### src/design/vertex_perspective_projection_core_macros.svh
// Assertion macros for the vertex perspective projection core.
// Included by the top level; depends on i_clk and i_rst_n in the including scope.
`ifndef VERTEX_PERSPECTIVE_PROJECTION_CORE_MACROS_SVH
`define VERTEX_PERSPECTIVE_PROJECTION_CORE_MACROS_SVH

// The consequent must hold in the same cycle as the antecedent.
`define VPP_ASSERT_SAME(label, ante, cons) \
    label: assert property (@(posedge i_clk) disable iff (!i_rst_n) (ante) |-> (cons)) \
        else $error("vpp assertion failed");

// The consequent must hold in the cycle after the antecedent.
`define VPP_ASSERT_NEXT(label, ante, cons) \
    label: assert property (@(posedge i_clk) disable iff (!i_rst_n) (ante) |=> (cons)) \
        else $error("vpp assertion failed");

`endif

### src/design/vpp_pkg.sv
// Shared types, constants and helper functions of the vertex projection core.
// No dependencies; imported by every module of the core.
`default_nettype none

package vpp_pkg;

    localparam int COORD_WIDTH_DEF = 16;
    localparam int COEF_WIDTH_DEF  = 16;
    localparam int COORD_FRAC      = 14;
    localparam int LANE_W          = 16;
    localparam int ROW_W           = 64;
    localparam int DIM_W           = 13;
    localparam int SCALE_W         = DIM_W + 3;
    localparam int OUT_W           = 16;
    localparam int QA_BITS         = 17;
    localparam int Q_BITS          = 19;
    localparam int MAG_W           = 19;
    localparam int MAP_W           = 21;
    localparam int CFG_IDX_W       = 3;

    localparam logic [ROW_W-1:0] ROW0_RST = 64'h0000_0000_0000_1000;
    localparam logic [ROW_W-1:0] ROW1_RST = 64'h0000_0000_1000_0000;
    localparam logic [ROW_W-1:0] ROW3_RST = 64'h1000_0000_0000_0000;
    localparam logic [DIM_W-1:0] WIDTH_RST  = 13'd640;
    localparam logic [DIM_W-1:0] HEIGHT_RST = 13'd480;

    localparam logic signed [OUT_W-1:0] OUT_MAX = 16'sh7fff;
    localparam logic signed [OUT_W-1:0] OUT_MIN = 16'sh8000;

    typedef enum logic [CFG_IDX_W-1:0] {
        REG_ROW0   = 3'd0,
        REG_ROW1   = 3'd1,
        REG_ROW2   = 3'd2,
        REG_ROW3   = 3'd3,
        REG_WIDTH  = 3'd4,
        REG_HEIGHT = 3'd5
    } t_cfg_reg;

    typedef struct packed {
        logic wz;
        logic cx_neg;
        logic cy_neg;
        logic x_neg;
        logic y_neg;
        logic x_sat;
        logic y_sat;
    } t_side;

    function automatic int clip_width(input int coord_w, input int coef_w);
        int prod_w;
        int wt_w;
        prod_w = coord_w + coef_w;
        wt_w   = coef_w + COORD_FRAC;
        return ((prod_w > wt_w) ? prod_w : wt_w) + 2;
    endfunction

    function automatic logic signed [OUT_W-1:0] sat_out(input logic signed [MAP_W-1:0] v);
        if (v > MAP_W'(OUT_MAX)) begin
            return OUT_MAX;
        end else if (v < MAP_W'(OUT_MIN)) begin
            return OUT_MIN;
        end
        return OUT_W'(v);
    endfunction

endpackage

`default_nettype wire

### src/design/vpp_scale.sv
// Scaling stage: magnitudes and signs, numerator times viewport scale, range checks.
// Three register stages; uses vpp_pkg.
`default_nettype none

module vpp_scale
    import vpp_pkg::*;
#(
    parameter int CLIP_W = clip_width(COORD_WIDTH_DEF, COEF_WIDTH_DEF),
    localparam int REM_W = CLIP_W + Q_BITS
) (
    input  wire logic                     i_clk,
    input  wire logic                     i_rst_n,
    input  wire logic                     i_en,
    input  wire logic                     i_valid,
    input  wire logic signed [CLIP_W-1:0] i_clip [3],
    input  wire logic        [SCALE_W-1:0] i_sw,
    input  wire logic        [SCALE_W-1:0] i_sh,
    output logic                          o_valid,
    output logic             [REM_W-1:0]  o_num [2],
    output logic             [CLIP_W-1:0] o_den,
    output t_side                         o_side
);

    localparam int LO_W   = (CLIP_W + 1) / 2;
    localparam int HI_W   = CLIP_W - LO_W;
    localparam int PLO_W  = LO_W + SCALE_W;
    localparam int PHI_W  = HI_W + SCALE_W;
    localparam int PROD_W = CLIP_W + SCALE_W;

    logic [SCALE_W-1:0] w_scale [2];

    logic              r_vld_a;
    logic [CLIP_W-1:0] n_mag_a [2];
    logic [CLIP_W-1:0] r_mag_a [2];
    logic [CLIP_W-1:0] n_den_a;
    logic [CLIP_W-1:0] r_den_a;
    t_side             n_side_a;
    t_side             r_side_a;

    logic              r_vld_b;
    logic [PLO_W-1:0]  n_plo_b [2];
    logic [PLO_W-1:0]  r_plo_b [2];
    logic [PHI_W-1:0]  n_phi_b [2];
    logic [PHI_W-1:0]  r_phi_b [2];
    logic [CLIP_W-1:0] r_den_b;
    t_side             n_side_b;
    t_side             r_side_b;

    logic              r_vld_c;
    logic [PROD_W-1:0] w_prod [2];
    logic [REM_W-1:0]  n_num_c [2];
    logic [REM_W-1:0]  r_num_c [2];
    logic [CLIP_W-1:0] r_den_c;
    t_side             n_side_c;
    t_side             r_side_c;

    assign w_scale[0] = i_sw;
    assign w_scale[1] = i_sh;

    always_comb begin
        for (int l = 0; l < 2; l++) begin
            n_mag_a[l] = i_clip[l][CLIP_W-1] ? CLIP_W'(-i_clip[l]) : CLIP_W'(i_clip[l]);
        end
        n_den_a = i_clip[2][CLIP_W-1] ? CLIP_W'(-i_clip[2]) : CLIP_W'(i_clip[2]);
        n_side_a        = '0;
        n_side_a.wz     = (i_clip[2] == '0);
        n_side_a.cx_neg = i_clip[0][CLIP_W-1];
        n_side_a.cy_neg = i_clip[1][CLIP_W-1];
        n_side_a.x_neg  = i_clip[0][CLIP_W-1] ^ i_clip[2][CLIP_W-1];
        n_side_a.y_neg  = i_clip[1][CLIP_W-1] ^ i_clip[2][CLIP_W-1];
    end

    always_comb begin
        for (int l = 0; l < 2; l++) begin
            n_plo_b[l] = PLO_W'(r_mag_a[l][LO_W-1:0]) * PLO_W'(w_scale[l]);
            n_phi_b[l] = PHI_W'(r_mag_a[l][CLIP_W-1:LO_W]) * PHI_W'(w_scale[l]);
        end
        n_side_b       = r_side_a;
        n_side_b.x_sat = {QA_BITS'(0), r_mag_a[0]} >= {r_den_a, QA_BITS'(0)};
        n_side_b.y_sat = {QA_BITS'(0), r_mag_a[1]} >= {r_den_a, QA_BITS'(0)};
    end

    always_comb begin
        for (int l = 0; l < 2; l++) begin
            w_prod[l]  = (PROD_W'(r_phi_b[l]) << LO_W) + PROD_W'(r_plo_b[l]);
            n_num_c[l] = REM_W'({w_prod[l], 1'b0});
        end
        n_side_c       = r_side_b;
        n_side_c.x_sat = r_side_b.x_sat || (n_num_c[0] >= {r_den_b, Q_BITS'(0)});
        n_side_c.y_sat = r_side_b.y_sat || (n_num_c[1] >= {r_den_b, Q_BITS'(0)});
    end

    always_ff @(posedge i_clk) begin
        if (!i_rst_n) begin
            r_vld_a <= 1'b0;
            r_vld_b <= 1'b0;
            r_vld_c <= 1'b0;
        end else if (i_en) begin
            r_vld_a <= i_valid;
            r_vld_b <= r_vld_a;
            r_vld_c <= r_vld_b;
        end
    end

    always_ff @(posedge i_clk) begin
        if (i_en) begin
            r_mag_a  <= n_mag_a;
            r_den_a  <= n_den_a;
            r_side_a <= n_side_a;
            r_plo_b  <= n_plo_b;
            r_phi_b  <= n_phi_b;
            r_den_b  <= r_den_a;
            r_side_b <= n_side_b;
            r_num_c  <= n_num_c;
            r_den_c  <= r_den_b;
            r_side_c <= n_side_c;
        end
    end

    assign o_valid = r_vld_c;
    assign o_num   = r_num_c;
    assign o_den   = r_den_c;
    assign o_side  = r_side_c;

endmodule

`default_nettype wire

### config.mk
export PLATFORM = sky130hd
export DESIGN_NAME = vpp_scale
export DESIGN_NICKNAME = d
export VERILOG_FILES = /design/src/design/vertex_perspective_projection_core_macros.svh /design/src/design/vpp_pkg.sv /design/src/design/vpp_scale.sv
export SDC_FILE = /design/constraint.sdc
export NUM_CORES = 2
export LEC_CHECK = 0
export ABC_CLOCK_PERIOD_IN_PS = 14300
export BUFFER_PORTS_ARGS = -buffer_cell sky130_fd_sc_hd__buf_2
export CAP_MARGIN = 20
export CORE_MARGIN = 2
export CORE_UTILIZATION = 45
export DETAILED_ROUTE_END_ITERATION = 12
export GPL_TIMING_DRIVEN = 0
export PLACE_DENSITY = 0.73
export SYNTH_ARGS = -nofsm -noshare
export SYNTH_HDL_FRONTEND = slang
export SYNTH_SLANG_ARGS = --single-unit
### constraint.sdc
create_clock -name i_clk -period 14.3 [get_ports i_clk]
set_clock_uncertainty 0.15 [all_clocks]
set_input_delay 2.86 -clock i_clk [delete_from_list [all_inputs] [get_ports i_clk]]
set_output_delay 2.86 -clock i_clk [all_outputs]
set_load 0.01 [all_outputs]
==> metrics.md <==
| Metric | Value |
|---|---|
| Mapped Cells | `5356` |
| Status | `finished, final reports clean` |
| Clock Path Buffers | `3` |
| Total track usage | `about a quarter` |
| Port buffer count | `approximately 280` |
| ANT nets after route | `0` |
| Post-Route WL | `164000 um` |
| Drt pass-1 iters | `8` |
| Post-synthesis mux area share | `0.0551%` |
| Hold Vio Cnt, Final | `0` |
| Vias in the first global route | `41835` |
| Die Y | `roughly 350 um` |
| Minimum clock period after layout | `between 9 and 10 ns` |
| Setup Fix Bufs, Post-CTS | `0` |
| DRT iter0 DRCs | `approximately 3700` |
| Post-Synth Simple-Gate Area | `14.2%` |
| Synth area leaders | `fa_1 (31%), edfxtp_1 (23%), ha_1 (13%)` |
| Worst Path Arrival | `approximately 10 ns` |
| Max-capacitance violation count | `0` |
| CP peak stage delay | `0.81 ns` |
| Actual slew at the worst max-slew pin | `between 1 and 1.5 ns` |
| Post-DP HPWL | `roughly 130000 um` |
| Commonest cells post-synth | `inv_1 (998), fa_1 (834), nand2_1 (673)` |
| Most used cell, CP | `fa_1` |
| EDFF count, synth | `about 420` |
| Crit Path Class | `input port to register` |
| Nets@finish | `between 7000 and 8000` |
| Top FF cell, synth | `edfxtp_1` |
| CP cell instances | `buf_2 -> clkbuf_1 -> nand2_1 -> fa_1 -> inv_1 -> fa_1 -> inv_1 -> fa_1 -> inv_1 -> fa_1 -> fa_1 -> inv_1 -> fa_1 -> inv_1 -> ha_1 -> nand4_1 -> nor3_1 -> nand4_1 -> a31oi_1 -> o21ai_0 -> o21ai_0 -> a21boi_0 -> xnor2_1` |
| Hold crit path type | `register to register` |
| Clk root buf | `clkbuf_16` |
| Fin Setup TNS | `0 ns` |
| CTS sink cnt | `around 420` |
| Max-slew violations | `0` |
| Area leader, netlist | `fa_1` |
| Largest net degree at the start of global routing | `approximately 130` |
| Remaining Overflow, GRT | `0` |
| Routability cong. | `0.977` |
| DR vias | `40290` |
| Hold Path Depth | `0` |
| Crit path required time | `about 15 ns` |
| Setup crit start kind | `input port` |
| Worst-Skew Late Latency | `0.70 ns` |
| Avg Inst Size Synth | `10.2 um^2` |
| Main combinational cell family by area after synthesis | `adder cells` |
| Adder-cell share of the synthesized area | `between 40% and 50%` |
| Post-synth ARST share | `0%` |
| Max H-tree Level | `2` |
| DRC | `0` |
| Top-count cell post-synth | `inv_1` |
| FILL cells | `around 11000` |
| Clock Pin Slew Worst Setup and Hold Paths | `0.07 ns` |
| Full die area | `between 100000 and 150000 um^2` |
| R2R Setup Slk | `around 6.5 ns` |
| Post-synth top area share | `a little under a third` |
| #FFs+latches synth | `approximately 420` |
| WL/cell | `around 22 um` |
| Tcrit/Tclk final | `68.1%` |
| Hold buffer count at cts | `0` |
| Headroom to the max-slew limit | `between 20% and 30%` |
| Final setup vio count | `0` |
| Global-route wire length before repair | `between 200000 and 250000 um` |
| Synth cell types | `66` |
| CTS tree | `built` |
| Worst Path Max Fanout | `10` |
| Ports | `286` |
| Achievable clock frequency | `103 MHz` |
| CORE AREA | `roughly 120000 um^2` |
| Post-CTS Resized | `0` |
| Initial Util | `a little under half` |
| Antenna violations before repair | `12` |
| Ys Warns | `0` |
| CTS buffer count | `50` |
| Layout cells sized above 1 | `6.89%` |
| Site Rows | `approximately 130` |
| R2R depth | `20` |
| Sequential fraction of the synthesis area | `between 20% and 30%` |
| RSZ-0062 raised after global routing | `false` |
| Syn Std Cell Area | `around 55000 um^2` |
| Synthesis-to-layout area growth | `9.80%` |
| Synth Area in XOR/XNOR | `under 10%` |
| Die X | `roughly 350 um` |
| Compound-gate portion of the synthesized area | `6.49%` |
| Vias/cell | `5.48` |
| Crit. End Element | `register` |
| Critical path's slowest cell | `clkbuf_1` |
[layout make-up]
class / count / area (um^2) / share of cell area [%]
Antenna cell: 9 / 22.5 / 0.0376
Buffer: 197 / 762 / 1.27
Clock buffer: 54 / 1270 / 2.11
Clock inverter: 37 / 487 / 0.813
Inverter: 998 / 3750 / 6.26
Multi-Input combinational cell: 3742 / 37400 / 62.4
Sequential cell: 424 / 12700 / 21.2
Tap cell: 1612 / 2020 / 3.37
Timing Repair Buffer: 284 / 1530 / 2.56
[cells by family (layout without fill, tap and decap cells)]
kind of cell	after synthesis	after routing
adders and majority gates	1387	1387
DFF	424	424
muxes	3	3
xor gates and xnor gates	276	276
buffers and inverters	1195	1570
AOI/OAI and AO/OA	540	540
other	1	15
and+or+nand+nor	1530	1530
[worst max-delay path: cells and delay by family]
family | cells | cell delay, ns
AND/OR/NAND/NOR | 4 | 0.74
AO/OA/AOI/OAI | 4 | 1.20
XOR/XNOR | 1 | 0.50
buffers and inverters | 7 | 1.36
adder cells (fa/ha/maj) | 7 | 3.30
[final timing paths]
path	startpoint	to
worst min-delay path	n_side_b[2]	n_side_c[2]
worst min register to register	n_side_b[2]	n_side_c[2]
worst max-delay path	i_sh[9]	r_plo_b[30]
worst max register to register	r_mag_a[8]	r_plo_b[30]
[placed cells by master (no fill, tap or decap), types with 42 or more instances in the layout]
cell and n:
a21o_1 109, a21oi_1 139, and2_1 525, buf_2 278, clkbuf_1 195, clkbuf_16 50, edfxtp_1 421, fa_1 834
ha_1 553, inv_1 998, nand2_1 673, nand4_1 42, nor2_1 77, o21ai_0 107, xnor2_1 225, xor2_1 51
[layer usage]
metal  vias to the layer above  part of all wire [%]  GRT usage (%)
met4                         6                   4.1           9.62
met3                       401                    12           8.03
met5                         -                 0.029              0
met1                     19995                    42           36.4
li1                      17718                     -              -
met2                      2170                    42           39.2
[per-stage QoR]
step / instances / utilization, % / hold slack, ns / setup WS (ns) / area [um^2]
2_1_floorplan: 5361 / - / 0.250 / 5.69 / 54600
3_3_place_gp: 7251 / 48.3 / 0.252 / 3.77 / 58000
3_5_place_dp: 7255 / 48.4 / 0.256 / 4.19 / 58100
4_1_cts: 7346 / 49.8 / 0.270 / 4.89 / 59800
5_1_grt: 7350 / 49.8 / 0.287 / 4.43 / 59900
6_report: 7357 / 49.9 / 0.270 / 4.56 / 59900
[registers in the layout (all words and copies together) (netlist names)]
| signal | flops |
|---|---|
| n_side_b | 5 |
| n_side_c | 5 |
| o_den | 34 |
| o_num | 100 |
| o_side | 7 |
| o_valid | 1 |
| r_den_a | 34 |
| r_den_b | 34 |
| r_mag_a | 68 |
| r_phi_b | 66 |
| r_plo_b | 66 |
| r_side_b | 2 |
| r_vld_a | 1 |
| r_vld_b | 1 |
Power is not shown: default switching activity piles up to over one toggle a cycle in this logic, so the estimate is an artifact.
