===== config.mk =====
export PLATFORM = sky130hd
export DESIGN_NAME = vpp_map
export DESIGN_NICKNAME = d
export VERILOG_FILES = /design/src/design/vertex_perspective_projection_core_macros.svh /design/src/design/vpp_pkg.sv /design/src/design/vpp_map.sv
export SDC_FILE = /design/constraint.sdc
export NUM_CORES = 1
export LEC_CHECK = 0
export BUFFER_PORTS_ARGS = -buffer_cell sky130_fd_sc_hd__buf_2
export CORE_MARGIN = 2
export CORE_UTILIZATION = 45
export CTS_CLUSTER_DIAMETER = 80
export DETAILED_ROUTE_END_ITERATION = 8
export PLACE_DENSITY = 0.7
export SLEW_MARGIN = 20
export SYNTH_ARGS = -nofsm -noshare
export SYNTH_HDL_FRONTEND = slang
export SYNTH_SLANG_ARGS = --single-unit

===== constraint.sdc =====
create_clock -name i_clk -period 5.6 [get_ports i_clk]
set_clock_uncertainty 0.05 [all_clocks]
set_input_delay 0.84 -clock i_clk [delete_from_list [all_inputs] [get_ports i_clk]]
set_output_delay 0.84 -clock i_clk [all_outputs]
set_load 0.05 [all_outputs]

===== src/design/vertex_perspective_projection_core_macros.svh =====
// Assertion macros for the vertex perspective projection core.
// Included by the top level; depends on i_clk and i_rst_n in the including scope.
`ifndef VERTEX_PERSPECTIVE_PROJECTION_CORE_MACROS_SVH
`define VERTEX_PERSPECTIVE_PROJECTION_CORE_MACROS_SVH

// The consequent must hold in the same cycle as the antecedent.
`define VPP_ASSERT_SAME(label, ante, cons) \
    label: assert property (@(posedge i_clk) disable iff (!i_rst_n) (ante) |-> (cons)) \
        else $error("vpp assertion failed");

// The consequent must hold in the cycle after the antecedent.
`define VPP_ASSERT_NEXT(label, ante, cons) \
    label: assert property (@(posedge i_clk) disable iff (!i_rst_n) (ante) |=> (cons)) \
        else $error("vpp assertion failed");

`endif


===== src/design/vpp_pkg.sv =====
// Shared types, constants and helper functions of the vertex projection core.
// No dependencies; imported by every module of the core.
`default_nettype none

package vpp_pkg;

    localparam int COORD_WIDTH_DEF = 16;
    localparam int COEF_WIDTH_DEF  = 16;
    localparam int COORD_FRAC      = 14;
    localparam int LANE_W          = 16;
    localparam int ROW_W           = 64;
    localparam int DIM_W           = 13;
    localparam int SCALE_W         = DIM_W + 3;
    localparam int OUT_W           = 16;
    localparam int QA_BITS         = 17;
    localparam int Q_BITS          = 19;
    localparam int MAG_W           = 19;
    localparam int MAP_W           = 21;
    localparam int CFG_IDX_W       = 3;

    localparam logic [ROW_W-1:0] ROW0_RST = 64'h0000_0000_0000_1000;
    localparam logic [ROW_W-1:0] ROW1_RST = 64'h0000_0000_1000_0000;
    localparam logic [ROW_W-1:0] ROW3_RST = 64'h1000_0000_0000_0000;
    localparam logic [DIM_W-1:0] WIDTH_RST  = 13'd640;
    localparam logic [DIM_W-1:0] HEIGHT_RST = 13'd480;

    localparam logic signed [OUT_W-1:0] OUT_MAX = 16'sh7fff;
    localparam logic signed [OUT_W-1:0] OUT_MIN = 16'sh8000;

    typedef enum logic [CFG_IDX_W-1:0] {
        REG_ROW0   = 3'd0,
        REG_ROW1   = 3'd1,
        REG_ROW2   = 3'd2,
        REG_ROW3   = 3'd3,
        REG_WIDTH  = 3'd4,
        REG_HEIGHT = 3'd5
    } t_cfg_reg;

    typedef struct packed {
        logic wz;
        logic cx_neg;
        logic cy_neg;
        logic x_neg;
        logic y_neg;
        logic x_sat;
        logic y_sat;
    } t_side;

    function automatic int clip_width(input int coord_w, input int coef_w);
        int prod_w;
        int wt_w;
        prod_w = coord_w + coef_w;
        wt_w   = coef_w + COORD_FRAC;
        return ((prod_w > wt_w) ? prod_w : wt_w) + 2;
    endfunction

    function automatic logic signed [OUT_W-1:0] sat_out(input logic signed [MAP_W-1:0] v);
        if (v > MAP_W'(OUT_MAX)) begin
            return OUT_MAX;
        end else if (v < MAP_W'(OUT_MIN)) begin
            return OUT_MIN;
        end
        return OUT_W'(v);
    endfunction

endpackage

`default_nettype wire


===== src/design/vpp_map.sv =====
// Viewport mapping: rounding, sign, offset and saturation to 16-bit screen values.
// One register stage; uses vpp_pkg.
`default_nettype none

module vpp_map
    import vpp_pkg::*;
(
    input  wire logic                    i_clk,
    input  wire logic                    i_rst_n,
    input  wire logic                    i_en,
    input  wire logic                    i_valid,
    input  wire logic [Q_BITS-1:0]       i_quo [2],
    input  wire t_side                   i_side,
    input  wire logic [SCALE_W-1:0]      i_sw,
    input  wire logic [SCALE_W-1:0]      i_sh,
    output logic                         o_valid,
    output logic signed [OUT_W-1:0]      o_sx,
    output logic signed [OUT_W-1:0]      o_sy,
    output logic                         o_wz
);

    logic [Q_BITS:0]           w_round [2];
    logic [MAG_W-1:0]          w_mag   [2];
    logic signed [MAP_W-1:0]   w_sgn   [2];
    logic                      w_sat   [2];
    logic                      w_neg   [2];
    logic signed [MAP_W-1:0]   w_fx;
    logic signed [MAP_W-1:0]   w_fy;
    logic signed [OUT_W-1:0]   n_sx;
    logic signed [OUT_W-1:0]   n_sy;

    logic                      r_vld;
    logic signed [OUT_W-1:0]   r_sx;
    logic signed [OUT_W-1:0]   r_sy;
    logic                      r_wz;

    assign w_sat[0] = i_side.x_sat;
    assign w_sat[1] = i_side.y_sat;
    assign w_neg[0] = i_side.x_neg;
    assign w_neg[1] = i_side.y_neg;

    always_comb begin
        for (int l = 0; l < 2; l++) begin
            w_round[l] = ((Q_BITS + 1)'(i_quo[l]) + (Q_BITS + 1)'(1)) >> 1;
            w_mag[l]   = w_sat[l] ? (MAG_W'(1) << (MAG_W - 1)) : MAG_W'(w_round[l]);
            w_sgn[l]   = w_neg[l] ? -signed'(MAP_W'(w_mag[l])) : signed'(MAP_W'(w_mag[l]));
        end
        w_fx = signed'(MAP_W'(i_sw)) + w_sgn[0];
        w_fy = signed'(MAP_W'(i_sh)) - w_sgn[1];
        if (i_side.wz) begin
            n_sx = i_side.cx_neg ? OUT_MIN : OUT_MAX;
            n_sy = i_side.cy_neg ? OUT_MAX : OUT_MIN;
        end else begin
            n_sx = sat_out(w_fx);
            n_sy = sat_out(w_fy);
        end
    end

    always_ff @(posedge i_clk) begin
        if (!i_rst_n) begin
            r_vld <= 1'b0;
        end else if (i_en) begin
            r_vld <= i_valid;
        end
    end

    always_ff @(posedge i_clk) begin
        if (i_en) begin
            r_sx <= n_sx;
            r_sy <= n_sy;
            r_wz <= i_side.wz;
        end
    end

    assign o_valid = r_vld;
    assign o_sx    = r_sx;
    assign o_sy    = r_sy;
    assign o_wz    = r_wz;

endmodule

`default_nettype wire


==> results by group, run 1 <==
Placed design
  • Final HPWL DP: 11.57 mm
  • Routability cong.: 0.9515
  • Port bufs: 114

Setup path
  • Crit Path Class: input port to register
  • CP endpoint kind: register
  • CP arrival: 5.27 ns
  • CP max-delay cell: or4_1
  • CP required: 5.57 ns
  • CP dominant cell by count: nand2_1
  • Startpoint Class: input port
  • CP max FO: 15
  • CP Cell Sequence: buf_2 > ha_1 > nand3_1 > mux2i_2 > o211ai_2 > or4_1 > buf_4 > o31ai_1 > xnor2_1 > ha_1 > and4_1 > nand2_1 > o31ai_1 > nand2_1 > nand2b_1 > nand2_1 > a211o_1 > a41o_2 > o21bai_1
  • Crit-path max cell delay: 0.61 ns

Yosys
  • Sequential area share after synthesis: 19.25%
  • Post-synthesis cell type count: 74
  • Mapped Area: 5253 um2
  • Post-Syn Nets: 796
  • Area share of the largest cell type after synthesis: 18.87%
  • Prevailing post-synth register cell: edfxtp_1
  • Asr flop ratio synth: 0%
  • Ys Warns: 0
  • Register bit total from synthesis: 34
  • Synth area leaders: edfxtp_1 19%, ha_1 9.1%, xnor2_1 7.8%
  • Syn avg cell area: 7.782 um2
  • Post-synth EDFFs: 33
  • Synth area leader: edfxtp_1
  • Synth Instances: 675

Layout
  • N_diodes: 0
  • Most frequent cells in the layout: 114 x buf_2, 58 x nor2_1, 56 x nand2_1
  • Fin util: 53.89%
  • Commonest non-fill, non-tap cell in the layout: buf_2
  • Fillcell total: 1,112
  • Final nets: 906
  • Area Overhead vs Synth: 17.15%
  • Share of layout cells above drive strength 1: 20.61%

Pwr
  • Static leakage: 2.593 nW
  • P per Cell Area: 219.9 nW/um2
  • Peak VDD IR: 159.0 uV

Clocking
  • Htree depth: 2
  • Post-CTS Setup Inserts: 0
  • Clock latency on the worst-skew pair: 0.28 ns
  • Clk slew on worst S/H paths: 0.05 ns
  • Total CTS buffers: 5
  • Clk sinks: 34
  • Clock tree buffer depth: 2
  • Root cell of the clock tree: clkbuf_16
  • TritonCTS clock tree: built

Status
  • Status: finished, final reports clean

Global route
  • Tot GR Track Use: 21.76%
  • Overflow left after global routing: 0
  • Largest net degree at the start of global routing: 35
  • First-pass GRT wire length: 22.92 mm
  • Initial antenna violation count: 0
  • Number of global-route vias before repair: 5,169

STA
  • Final Setup Violations: 0
  • Fin. max-slew vios: 0
  • Peak Freq: 188.5 MHz
  • Final hold vios: 0
  • Rel. slew slack: 44.38%
  • Final Cycle Share: 94.75%
  • Actual slew at the worst max-slew pin: 0.8342 ns
  • RSZ-0062 raised after global routing: no
  • Post-layout min period: 5.306 ns
  • Final TNS setup: 0 ns

Detailed routing
  • 1st-iter DRT viols: 475
  • Routed Antenna Nets: 0
  • Vias/cell: 5.892
  • Drt wl/cell: 15.25 um
  • DRC: 0
  • DR pass1 iterations: 5
  • Total Wirelength: 14.16 mm
  • Routed vias: 5,474

Die
  • Die area: 12,550 um2
  • Core area: 11,420 um2
  • Cell Rows: 39
  • Starting density of the core: 46.00%
  • Io pins: 115
  • Chip height: 112.0 um
  • Chip Width: 112.0 um

Hold path
  • Worst Hold Class: register to register

Job
  • # Max-Cap Violations: 0
Yosys cell counts, types with 15 or more instances:
master / n
nor2b_1: 15
a21oi_1: 37
nand3_1: 30
xor2_1: 27
a21o_1: 24
o22ai_1: 15
o21ai_0: 42
nand2_1: 56
nor2_1: 58
ha_1: 38
inv_1: 30
xnor2_1: 47
o31ai_1: 15
edfxtp_1: 33
worst max-delay path: cells and delay by family:
kind            cells  cell delay [ns]
compound gates      6             1.66
simple gates        7             1.36
fa+ha+maj           2             0.64
mux                 1             0.33
buf+inv             2             0.32
xor+xnor            1             0.12
registers in the layout (all words and copies together) (netlist names):
signal / count
o_wz: 1
o_valid: 1
o_sy: 16
o_sx: 16
layer usage:
| metal | wire length, um | share of wire (%) | up-vias | global-route usage, % |
|---|---|---|---|---|
| li1 | - | - | 2743 | - |
| met1 | 5890 | 42 | 2519 | 26.02 |
| met2 | 7118 | 50 | 173 | 39.43 |
| met3 | 704 | 5.0 | 39 | 2.484 |
| met4 | 451 | 3.2 | 0 | 9.512 |
| met5 | 0 | 0 | - | 0 |
layout make-up:
class / count / area [um2] / share of cell area [%]
sequential: 34 / 1011 / 16.43
timing repair buffer: 130 / 690.7 / 11.22
clock inverter: 3 / 16.27 / 0.2643
clock buffer: 5 / 125.1 / 2.033
inverter: 30 / 112.6 / 1.830
multi-input combinational: 584 / 4019 / 65.31
tap: 143 / 178.9 / 2.908
repair_timing:
| item | 4_1_cts | 5_1_grt |
|---|---|---|
| resized for setup | 0 | 3 |
| endpoints found under the setup margin | 0 | 30 |
| hold buffers | 0 | 0 |
logic make-up (layout without fill, tap and decap cells):
| family | Yosys count | after routing | share of synthesized area [%] |
|---|---|---|---|
| compound gates | 199 | 199 | 25.92 |
| xor+xnor | 74 | 74 | 12.34 |
| fa+ha+maj | 40 | 40 | 9.814 |
| buf+inv | 57 | 168 | 4.455 |
| flops | 34 | 34 | 19.25 |
| mux | 14 | 14 | 3.311 |
| simple gates | 257 | 257 | 24.92 |
metrics by stage:
step                      instance area, um2   power, W  setup WS, ns  hold slack [ns]  instances
after floorplan                         5253  0.0009071        0.4966           0.6929        675
after global placement                  6001   0.001074        0.2062           0.4396        921
after detailed placement                6001   0.001088       0.02335           0.4831        921
after CTS                               6142   0.001357        0.2952           0.4938        929
after global routing                    6153   0.001443      0.006245           0.5381        929
final                                   6153   0.001353        0.2941           0.4953        929
power by group:
part | internal (W) | leakage, nW | switching [W]
clock network | 0.000162 | 0.0672 | 0.000101
registers | 0.000327 | 0.333 | 0.00000919
logic | 0.000282 | 2.19 | 0.000472
path summary, 6_finish.rpt:
check	start	end	slack [ns]	depth (start not counted)
worst max-delay path	i_quo[19]	o_sx[1]	0.29	19
worst min-delay path	o_valid	o_valid	0.50	2
worst max register to register	o_valid	o_valid	4.94	2
worst min register to register	o_valid	o_valid	0.50	2
Power figures use the tool's default switching activity.
==> run 2: changes to the inputs <==
--- a/config.mk
+++ b/config.mk
@@ -5,12 +5,12 @@
 export SDC_FILE = /design/constraint.sdc
 export NUM_CORES = 1
 export LEC_CHECK = 0
-export BUFFER_PORTS_ARGS = -buffer_cell sky130_fd_sc_hd__buf_2
 export CORE_MARGIN = 2
-export CORE_UTILIZATION = 45
+export CORE_UTILIZATION = 60
 export CTS_CLUSTER_DIAMETER = 80
 export DETAILED_ROUTE_END_ITERATION = 8
-export PLACE_DENSITY = 0.7
+export DONT_BUFFER_PORTS = 1
+export PLACE_DENSITY = 0.78
 export SLEW_MARGIN = 20
 export SYNTH_ARGS = -nofsm -noshare
 export SYNTH_HDL_FRONTEND = slang
==> results by group, run 2 (synthesis gave the netlist of run 1 again) <==
Detailed routing
  • 1st-iter DRT viols: 155 (was 475)
  • DR pass1 iterations: 4 (was 5)
  • Vias/cell: 6.453 (was 5.892)
  • DRC: 0 (unchanged)
  • Drt wl/cell: 17.15 um (was 15.25 um)
  • Total Wirelength: 13.22 mm (was 14.16 mm)
  • Routed vias: 4,975 (was 5,474)
  • Routed Antenna Nets: 0 (unchanged)

Clocking
  • TritonCTS clock tree: built (unchanged)
  • Clock latency on the worst-skew pair: 0.29 ns (was 0.28 ns)
  • Root cell of the clock tree: clkbuf_8 (was clkbuf_16)
  • # hold bufs at CTS: 0 (unchanged)
  • Clk sinks: 34 (unchanged)
  • Clock tree buffer depth: 2 (unchanged)
  • Clk slew on worst S/H paths: 0.08 ns (was 0.05 ns)
  • Htree depth: 2 (unchanged)
  • Total CTS buffers: 5 (unchanged)

Global route
  • First-pass GRT wire length: 21.96 mm (was 22.92 mm)
  • Initial antenna violation count: 0 (unchanged)
  • Number of global-route vias before repair: 4,806 (was 5,169)
  • Largest net degree at the start of global routing: 35 (unchanged)
  • Overflow left after global routing: 0 (unchanged)
  • Tot GR Track Use: 27.37% (was 21.76%)

Layout
  • N_diodes: 0 (unchanged)
  • Area Overhead vs Synth: 3.025% (was 17.15%)
  • Fillcell total: 759 (was 1,112)
  • Commonest non-fill, non-tap cell in the layout: nor2_1 (was buf_2)
  • FF/Latch Area: 1011 um2 (unchanged)
  • Share of layout cells above drive strength 1: 5.732% (was 20.61%)
  • Final nets: 783 (was 906)
  • Most frequent cells in the layout: 58 x nor2_1, 56 x nand2_1, 47 x xnor2_1 (was 114 x buf_2, 58 x nor2_1, 56 x nand2_1)
  • Multi-input logic area: 4019 um2 (unchanged)
  • Post-route insts no fill: 771 (was 929)

Placed design
  • Final HPWL DP: 10.53 mm (was 11.57 mm)
  • Routability cong.: 0.9587 (was 0.9515)
  • Port bufs: 0 (was 114)
  • Placed cell count: 762 (was 921)

Pwr
  • P per Cell Area: 218.8 nW/um2 (was 219.9 nW/um2)
  • Static leakage: 2.073 nW (was 2.593 nW)
  • Peak VDD IR: 165.4 uV (was 159.0 uV)

STA
  • Post-layout min period: 5.086 ns (was 5.306 ns)
  • Final Setup Violations: 0 (unchanged)
  • RSZ-0062 raised after global routing: no (unchanged)
  • Peak Freq: 196.6 MHz (was 188.5 MHz)
  • Fin. max-slew vios: 0 (unchanged)
  • Final Cycle Share: 90.83% (was 94.75%)
  • Final TNS setup: 0 ns (unchanged)
  • Final hold vios: 0 (unchanged)
  • Actual slew at the worst max-slew pin: 0.7098 ns (was 0.8342 ns)
  • Rel. slew slack: 52.36% (was 44.38%)

Setup path
  • CP max FO: 13 (was 15)
  • CP required: 5.60 ns (was 5.57 ns)
  • Startpoint Class: input port (unchanged)
  • CP endpoint kind: register (unchanged)
  • Crit Path Class: input port to register (unchanged)
  • CP arrival: 5.08 ns (was 5.27 ns)

Die
  • Chip height: 97.57 um (was 112.0 um)
  • Chip Width: 97.57 um (was 112.0 um)
  • Starting density of the core: 61.12% (was 46.00%)
  • Die area: 9519 um2 (was 12,550 um2)
  • Core area: 8593 um2 (was 11,420 um2)
  • Cell Rows: 34 (was 39)
  • Io pins: 115 (unchanged)

Hold path
  • Worst Hold Class: input port to register (was register to register)

Status
  • Status: finished, final reports clean (unchanged)

Job
  • # Max-Cap Violations: 0 (unchanged)
[run 2: cell count changes in the layout (fill, tap and decap cells not counted), sizes merged]
| cell | before | now |
|---|---|---|
| clkbuf | 5 | 6 |
| buf | 130 | 7 |
| clkinvlp | 1 | 0 |
[run 2: through the flow]
step	total power [W]	utilization, %	setup slack (ns)	hold slack [ns]	cell area (um2)
floorplan	0.0009071	-	0.4966	0.6929	5253
global placement	0.0009791	61.81	0.2321	0.7117	5311
detailed placement	0.0009949	61.81	0.08824	0.7137	5311
CTS	0.001183	62.75	0.3776	0.5832	5393
global route	0.001265	62.97	0.1516	0.5721	5411
finish	0.001184	62.97	0.5136	0.5879	5411
[run 2: final timing paths]
kind,startpoint,slack [ns],cells past startpoint,endpoint
worst min-delay path,i_side[6],0.59,0,o_wz
worst max register to register,o_valid,4.61,2,o_valid
worst max-delay path,i_quo[19],0.51,18,o_sx[2]
worst min register to register,o_valid,0.72,2,o_valid
[run 2: layer usage]
layer | vias to the layer above | global-route usage (%) | share of wire [%]
li1 | 2498 | - | -
met1 | 2313 | 31.42 | 41
met2 | 136 | 51.41 | 52
met3 | 28 | 4.964 | 5.1
met4 | 0 | 7.906 | 2.5
met5 | - | 0 | 0
[run 2: timing repair]
action                                  4_1_cts  5_1_grt
buffers inserted                              0        1
endpoints found under the setup margin        0       16
gates resized for setup                       0        3
[run 2: layout make-up]
cell class	instances	share of cell area, %
well taps	108	2.497
flip-flops and latches	34	18.68
multi-input cells	584	74.27
clock buffers	6	1.341
inverters	30	2.081
clock inverters	2	0.1618
repair buffers	7	0.9711
[run 2: critical path: stages]
cell and delay (ns):
ha_1 0.22, nand3_1 0.13, mux2i_2 0.33, o211ai_2 0.19, or4_1 0.58, o31ai_1 0.26, xor2_1 0.22, ha_1 0.33
a21o_1 0.21, a21oi_1 0.14, o221ai_1 0.17, a21oi_1 0.16, o21ai_0 0.14, a21oi_1 0.35, xnor2_1 0.11, o2111a_1 0.16
o21a_2 0.29, a31o_1 0.23
[run 2: power by group]
part,internal [W],switching (W),total (W)
clock,0.0000859,0.000103,0.000189
sequential,0.000330,0.000137,0.000467
combinational,0.000232,0.000296,0.000529
==> run 3: changes to the inputs <==
--- a/config.mk
+++ b/config.mk
@@ -5,6 +5,7 @@
 export SDC_FILE = /design/constraint.sdc
 export NUM_CORES = 1
 export LEC_CHECK = 0
+export CORE_ASPECT_RATIO = 0.8
 export CORE_MARGIN = 2
 export CORE_UTILIZATION = 60
 export CTS_CLUSTER_DIAMETER = 80
==> results by group, run 3 (synthesis gave the netlist of run 1 again) <==
Setup path
  • CP max-delay cell: or4_1 (unchanged)
  • Crit-path max cell delay: 0.59 ns (was 0.58 ns)
  • CP Cell Sequence: ha_1 > nand3_1 > mux2i_2 > o211ai_2 > or4_1 > o31ai_1 > xor2_1 > ha_1 > a21o_1 > a21oi_1 > o221ai_1 > a21oi_1 > o21ai_0 > a21oi_2 > xnor2_1 > o2111a_1 > o21a_2 > a31o_1 (was ha_1 > nand3_1 > mux2i_2 > o211ai_2 > or4_1 > o31ai_1 > xor2_1 > ha_1 > a21o_1 > a21oi_1 > o221ai_1 > a21oi_1 > o21ai_0 > a21oi_1 > xnor2_1 > o2111a_1 > o21a_2 > a31o_1)
  • CP endpoint kind: register (unchanged)
  • CP max FO: 13 (unchanged)
  • Crit Path Class: input port to register (unchanged)
  • Startpoint Class: input port (unchanged)
  • CP arrival: 5.26 ns (was 5.08 ns)
  • CP required: 5.59 ns (was 5.60 ns)

Status
  • Status: finished, final reports clean (unchanged)

Detailed routing
  • DRC: 0 (unchanged)
  • Total Wirelength: 13.41 mm (was 13.22 mm)
  • Routed vias: 5,086 (was 4,975)
  • 1st-iter DRT viols: 304 (was 155)
  • Drt wl/cell: 17.37 um (was 17.15 um)
  • Vias/cell: 6.588 (was 6.453)
  • Routed Antenna Nets: 0 (unchanged)
  • DR pass1 iterations: 5 (was 4)

STA
  • Worst hold slack: 0.6004 ns (was 0.5879 ns)
  • Actual slew at the worst max-slew pin: 0.9246 ns (was 0.7098 ns)
  • Post-layout min period: 5.273 ns (was 5.086 ns)
  • Final Setup Violations: 0 (unchanged)
  • Final Cycle Share: 94.16% (was 90.83%)
  • Final hold vios: 0 (unchanged)
  • Peak Freq: 189.7 MHz (was 196.6 MHz)
  • Rel. slew slack: 37.95% (was 52.36%)
  • RSZ-0062 raised after global routing: no (unchanged)
  • Final TNS setup: 0 ns (unchanged)
  • Fin. max-slew vios: 0 (unchanged)

Pwr
  • Gate power share: 46.0% (was 44.7%)
  • Psw: 0.0005354 W (was 0.0005360 W)
  • P_int: 0.0006485 W (was 0.0006482 W)
  • P per Cell Area: 219.3 nW/um2 (was 218.8 nW/um2)
  • Peak VDD IR: 229.5 uV (was 165.4 uV)
  • Part of the power in registers: 39.4% (about the same)
  • Static leakage: 2.059 nW (was 2.073 nW)
  • Sw Share: 45.22% (was 45.26%)
  • Clk pwr share: 14.6% (was 15.9%)

Job
  • # Max-Cap Violations: 0 (unchanged)

Clocking
  • PostCTS Resize Cnt: 0 (unchanged)
  • Clk sinks: 34 (unchanged)
  • TritonCTS clock tree: built (unchanged)
  • Clock tree buffer depth: 2 (unchanged)
  • Clk slew on worst S/H paths: 0.07 ns (was 0.08 ns)
  • # hold bufs at CTS: 0 (unchanged)
  • Htree depth: 2 (unchanged)
  • Clock latency on the worst-skew pair: 0.28 ns (was 0.29 ns)
  • Root cell of the clock tree: clkbuf_8 (unchanged)
  • Post-CTS Setup Inserts: 0 (unchanged)
  • Total CTS buffers: 5 (unchanged)

Global route
  • Tot GR Track Use: 27.89% (was 27.37%)
  • Grt met3 use: 5.283% (was 4.964%)
  • Met1 Track Usage GR: 42.97% (was 31.42%)
  • Grt peak-use layer: met1 (was met2)
  • Number of global-route vias before repair: 4,464 (was 4,806)
  • First-pass GRT wire length: 21.64 mm (was 21.96 mm)
  • Initial antenna violation count: 0 (unchanged)
  • Overflow left after global routing: 0 (unchanged)
  • Grt met2 use: 39.94% (was 51.41%)
  • Largest net degree at the start of global routing: 35 (unchanged)

Die
  • Chip Width: 108.6 um (was 97.57 um)
  • Starting density of the core: 61.92% (was 61.12%)
  • Core area: 8483 um2 (was 8593 um2)
  • Io pins: 115 (unchanged)
  • Die area: 9523 um2 (was 9519 um2)
  • Cell Rows: 30 (was 34)
  • Chip height: 87.69 um (was 97.57 um)

Layout
  • Most frequent cells in the layout: 58 x nor2_1, 56 x nand2_1, 47 x xnor2_1 (unchanged)
  • N_diodes: 0 (unchanged)
  • Final nets: 780 (was 783)
  • Commonest non-fill, non-tap cell in the layout: nor2_1 (unchanged)
  • Fin util: 63.63% (was 62.97%)
  • Design Area, Final: 5398 um2 (was 5411 um2)
  • Area Overhead vs Synth: 2.763% (was 3.025%)
  • Share of layout cells above drive strength 1: 5.455% (was 5.732%)
  • Post-route insts no fill: 772 (was 771)

Placed design
  • Port bufs: 0 (unchanged)
  • Placed cell count: 764 (was 762)
  • Routability cong.: 0.9546 (was 0.9587)
  • DP Area: 5301 um2 (was 5311 um2)
  • Final HPWL DP: 10.92 mm (was 10.53 mm)

Hold path
  • Worst Hold Class: input port to register (unchanged)
## run 3: changes by cell type in the layout (fill, tap and decap cells not counted)
cell,previous run,this run
nor4_1,10,11
clkinvlp_4,0,1
a21oi_2,0,1
clkbuf_1,1,0
o21ai_2,2,1
o21ai_1,0,1
nor4b_2,0,1
nor4b_1,2,1
buf_4,7,4
nor4_2,1,0
a21oi_1,37,36
## run 3: critical path: cells and delay by family
kind	cells	cell delay, ns
compound gates	11	2.40
xor+xnor	2	0.38
fa+ha+maj	2	0.59
mux	1	0.33
simple gates	2	0.72
## run 3: through the flow
step / setup slack [ns] / power [W]
4_1_cts: 0.1745 / 0.001175
3_5_place_dp: -0.1007 / 0.001001
6_report: 0.3272 / 0.001184
5_1_grt: 0.03498 / 0.001257
2_1_floorplan: 0.4966 / 0.0009071
3_3_place_gp: 0.1170 / 0.0009786
## run 3: power by group through the flow
stage / clock network (W) / logic, W / registers (W)
finish: 0.000173 / 0.000544 / 0.000467
global route: 0.000185 / 0.000601 / 0.000471
CTS: 0.000177 / 0.000531 / 0.000468
detailed placement: 0 / 0.000527 / 0.000473
global placement: 0 / 0.000507 / 0.000471
floorplan: 0 / 0.000440 / 0.000467
## run 3: worst paths after layout
path	startpoint	end	slack, ns	cells after the start
hold / removal	i_side[6]	o_wz	0.60	0
setup reg to reg	o_valid	o_valid	4.57	2
setup / recovery	i_quo[19]	o_sx[2]	0.33	18
hold reg to reg	o_valid	o_valid	0.75	2
## run 3: metal layers
metal	vias up	wire [um]
met2	268	5414
li1	2490	-
met5	-	0
met4	0	197
met1	2314	6334
met3	14	1464
## run 3: final cells by class
cell class | count | area [um2]
Multi-Input combinational cell | 584 | 4019
Fill cell | 738 | 3085
Sequential cell | 34 | 1011
Tap cell | 112 | 140.1
Inverter | 30 | 112.6
Clock buffer | 5 | 68.82
Timing Repair Buffer | 4 | 30.03
Clock inverter | 3 | 16.27
